### config.mk
export PLATFORM = sky130hd
export DESIGN_NAME = fpe_mac
export DESIGN_NICKNAME = d
export VERILOG_FILES = /design/src/hdl/framebuffer_pixel_engine_assert.svh /design/src/hdl/fpe_pkg.sv /design/src/hdl/fpe_mac.sv
export SDC_FILE = /design/constraint.sdc
export NUM_CORES = 1
export LEC_CHECK = 0
export ABC_AREA = 1
export BUFFER_PORTS_ARGS = -buffer_cell sky130_fd_sc_hd__buf_2
export CAP_MARGIN = 20
export CORE_MARGIN = 2
export CORE_UTILIZATION = 35
export CTS_CLUSTER_SIZE = 8
export DETAILED_ROUTE_END_ITERATION = 12
export GPL_TIMING_DRIVEN = 1
export PLACE_DENSITY = 0.57
export SLEW_MARGIN = 20
export SYNTH_ARGS = -nofsm -noshare
export SYNTH_HDL_FRONTEND = slang
export SYNTH_SLANG_ARGS = --single-unit
### constraint.sdc
create_clock -name clk -period 14.02 [get_ports clk]
set_clock_uncertainty 0.05 [all_clocks]
set_input_delay 2.804 -clock clk [delete_from_list [all_inputs] [get_ports clk]]
set_output_delay 2.804 -clock clk [all_outputs]
set_load 0.1 [all_outputs]
### src/hdl/framebuffer_pixel_engine_assert.svh
// ----------------------------------------------------------------------------
// Assertion macros for the framebuffer pixel engine
// Same-cycle and next-cycle implication checks on clk, disabled in reset.
// ----------------------------------------------------------------------------
`ifndef FRAMEBUFFER_PIXEL_ENGINE_ASSERT_SVH
`define FRAMEBUFFER_PIXEL_ENGINE_ASSERT_SVH

`ifndef SYNTHESIS

`define FPE_ASSERT_IMP(lbl, ante, cons) \
  lbl: assert property (@(posedge clk) disable iff (!rst_n) (ante) |-> (cons)) \
    else $error("assertion failed");

`define FPE_ASSERT_NXT(lbl, ante, cons) \
  lbl: assert property (@(posedge clk) disable iff (!rst_n) (ante) |=> (cons)) \
    else $error("assertion failed");

`else

`define FPE_ASSERT_IMP(lbl, ante, cons)

`define FPE_ASSERT_NXT(lbl, ante, cons)

`endif

`endif

### src/hdl/fpe_pkg.sv
// ----------------------------------------------------------------------------
// fpe_pkg
// Shared types and constants of the framebuffer pixel engine.
// ----------------------------------------------------------------------------
package fpe_pkg;

  localparam int DEF_MAX_WIDTH  = 256;
  localparam int DEF_MAX_HEIGHT = 256;

  localparam int CFG_W   = 9;
  localparam int COORD_W = 12;
  localparam int PIX_W   = 32;

  localparam int MAC_A_W = 12;
  localparam int MAC_B_W = 9;
  localparam int MAC_R_W = 22;

  localparam logic [CFG_W-1:0] CFG_RESET = 9'd256;

  localparam logic [1:0] CMD_PUT   = 2'd0;
  localparam logic [1:0] CMD_BLEND = 2'd1;
  localparam logic [1:0] CMD_READ  = 2'd2;
  localparam logic [1:0] CMD_GLYPH = 2'd3;

  localparam logic REG_WIDTH  = 1'b0;
  localparam logic REG_HEIGHT = 1'b1;

  localparam logic [7:0] ALPHA_MAX = 8'hFF;

  typedef struct packed {
    logic               go;
    logic [MAC_A_W-1:0] a;
    logic [MAC_B_W-1:0] b;
    logic [MAC_R_W-1:0] c;
  } mac_req_t;

endpackage

### src/hdl/fpe_mac.sv
// ----------------------------------------------------------------------------
// fpe_mac
// Shared multiply-add unit: registers a*b+c on each request.
// ----------------------------------------------------------------------------
module fpe_mac import fpe_pkg::*; (
  input  logic               clk,
  input  mac_req_t           req,
  output logic [MAC_R_W-1:0] res
);

  logic [MAC_R_W-1:0] prod;
  logic [MAC_R_W-1:0] acc_r;
  logic [MAC_R_W-1:0] acc_nxt;

  assign prod    = MAC_R_W'(req.a) * MAC_R_W'(req.b);
  assign acc_nxt = prod + req.c;

  always_ff @(posedge clk) begin
    if (req.go) begin
      acc_r <= acc_nxt;
    end
  end

  assign res = acc_r;

endmodule

==> impl_metrics.json <==
{
  "synth.most_common_cell": "inv_1",
  "crit_fanout": 12,
  "pin_count": 67,
  "wl_met2_microns": 5670,
  "die_y_microns": 128,
  "core_region_area_sq_um": 15100,
  "largest_reg_flops": 22,
  "cts_setup_buffers": 0,
  "cts_buffers": 3,
  "synth_area_leaders": "fa_1, inv_1, nand2_1",
  "tns_ps": 0,
  "numPortBuffers": 66,
  "cap_violations": 0,
  "fmax_mhz": 141,
  "grt_use_total_pct": 15.6,
  "postCtsHoldBufs": 0,
  "ff_latch_area_sq_um": 661,
  "antenna_found_initial": 0,
  "drive_gt1_share_pct": 12.6,
  "cp.required_ps": 13980,
  "yosysSeqAreaShare_pct": 12.2,
  "final_area_sq_um": 5990,
  "drtIter0Drc": 180,
  "syn_area_per_cell_sq_um": 7.50,
  "setup_viol": 0,
  "h-tree-depth": 1,
  "gp_congestion": 0.865,
  "utilization_pct": 39.5,
  "yosys.cell_types.count": 26,
  "fillers": 1591,
  "grt_pass1_vias": 4507,
  "met3_length_microns": 357,
  "syn_area_sq_um": 5420,
  "crit_type": "primary input to register",
  "multi_input_area_sq_um": 3790,
  "period_share_pct": 50.5,
  "start_util_pct": 35.8,
  "dp_hpwl_microns": 10100,
  "die-area_sq_um": 16500,
  "period_needed_ps": 7090,
  "vias": 4155,
  "hold_viol_final": 0,
  "cts.repair.resized": 0,
  "syn_nets": 908,
  "worstMarginPinSlew_ps": 513,
  "synthFlopType": "edfxtp_1",
  "hp-class": "primary input to register",
  "rsz0062_at_grt": "false",
  "met1_length_microns": 5390,
  "critPathArrivalTime_ps": 7050,
  "worst_setup_path_end_kind": "register",
  "via_per_inst": 4.33,
  "crit_path_start_kind": "primary input",
  "ys_ff_latch": 22,
  "slew_headroom_pct": 65.8,
  "routedWlPerCell_microns": 12.0,
  "yosysTopAreaCell": "fa_1",
  "drv_slew": 0,
  "area_delta_synth_final_pct": 10.4,
  "die_w_microns": 128,
  "grt_overflow": 0,
  "cts_sinks": 22,
  "cts_tree": "done",
  "postSynthCellCount": 723,
  "holdPathStages": 2,
  "clockRootBuffer": "clkbuf_16",
  "rows": 45,
  "grt_first_pass_wirelength_microns": 20900,
  "synthTopCellsByCount": "inv_1, nand2_1, fa_1, ha_1, edfxtp_1",
  "path_clk_slew_ps": 60,
  "drt_wl_total_microns": 11500,
  "post_dp_cell_area_sq_um": 5910,
  "fin_nets": 958,
  "async_reset_ff_share_pct": 0,
  "dr.max_layer_used": "met4",
  "grt_max_degree": 23,
  "status": "completed",
  "diodes": 0,
  "post-route-drc-count": 0,
  "synth_top_area_share_pct": 32.5,
  "drt_first_pass_iters": 4,
  "final_antenna_net_count": 0,
  "cts_buffer_depth": 2,
  "synth-edff-count": 22,
  "ys.warnings.count": 0
}
==> path summary, 6_finish.rpt <==
check,start,end,slack [ps]
worst max-delay path,req[22],res[16],6930
worst min-delay path,req[0],res[0],2800
==> through the flow <==
step,instances,hold WS (ps),setup slack (ps)
after detailed placement,956,3060,6630
after global routing,960,2810,6610
after floorplan,723,2870,6880
after global placement,956,3060,6660
after CTS,960,2800,6910
final,960,2800,6930
==> worst max-delay path, cell delays in order <==
cell and delay [ps]:
buf_2 230, nand2_1 120, fa_1 540, inv_1 60, fa_1 490, inv_1 50
fa_1 520, inv_1 50, fa_1 470, inv_1 50, fa_1 470, inv_1 40
ha_1 350, nand2_1 120, nor2_1 180, nand2_1 80, nand3_1 160, nand2_1 110
nand3_1 100, nand2_1 50
==> metal layers <==
layer | vias to the layer above | GRT usage, %
met1 | 1942 | 20.5
met5 | - | 0
met3 | 6 | 1.37
met2 | 70 | 29.2
met4 | 0 | 0.970
li1 | 2137 | -
==> final cells by class <==
type | instances | share of cell area [%]
multi-input combinational | 443 | 63.3
inverter | 237 | 14.9
sequential | 22 | 11.0
timing repair buffer | 66 | 5.52
tap | 188 | 3.93
clock buffer | 3 | 1.25
clock inverter | 1 | 0.0627
==> cells in the final DEF (no fill, tap or decap) <==
cell and n:
nor2_2 8, ha_1 52, nand3_4 1, nand3_1 14
nor3_2 1, nand4_1 2, o21ai_1 1, edfxtp_1 22
and2_4 2, nor3_1 3, a21oi_2 2, nand3_2 4
a21oi_1 12, nand2_2 8, nand2_1 212, clkbuf_16 3
fa_1 88, xor2_1 10, clkinv_1 1, inv_2 1
xnor2_1 2, nand3b_1 1, nor2_1 15, buf_2 66
nand3b_4 1, inv_1 236, o21bai_1 4
==> logic make-up after synthesis <==
| family | synth area share (%) |
|---|---|
| XOR/XNOR | 1.94 |
| buffers and inverters | 17.9 |
| AND/OR/NAND/NOR | 21.4 |
| adder cells (fa/ha/maj) | 44.5 |
| AO/OA/AOI/OAI | 2.08 |
| flip-flops | 12.2 |
Power is left out: the tool's default activity adds up to more than one toggle a clock period on the data nets, which glitch-free logic cannot reach.
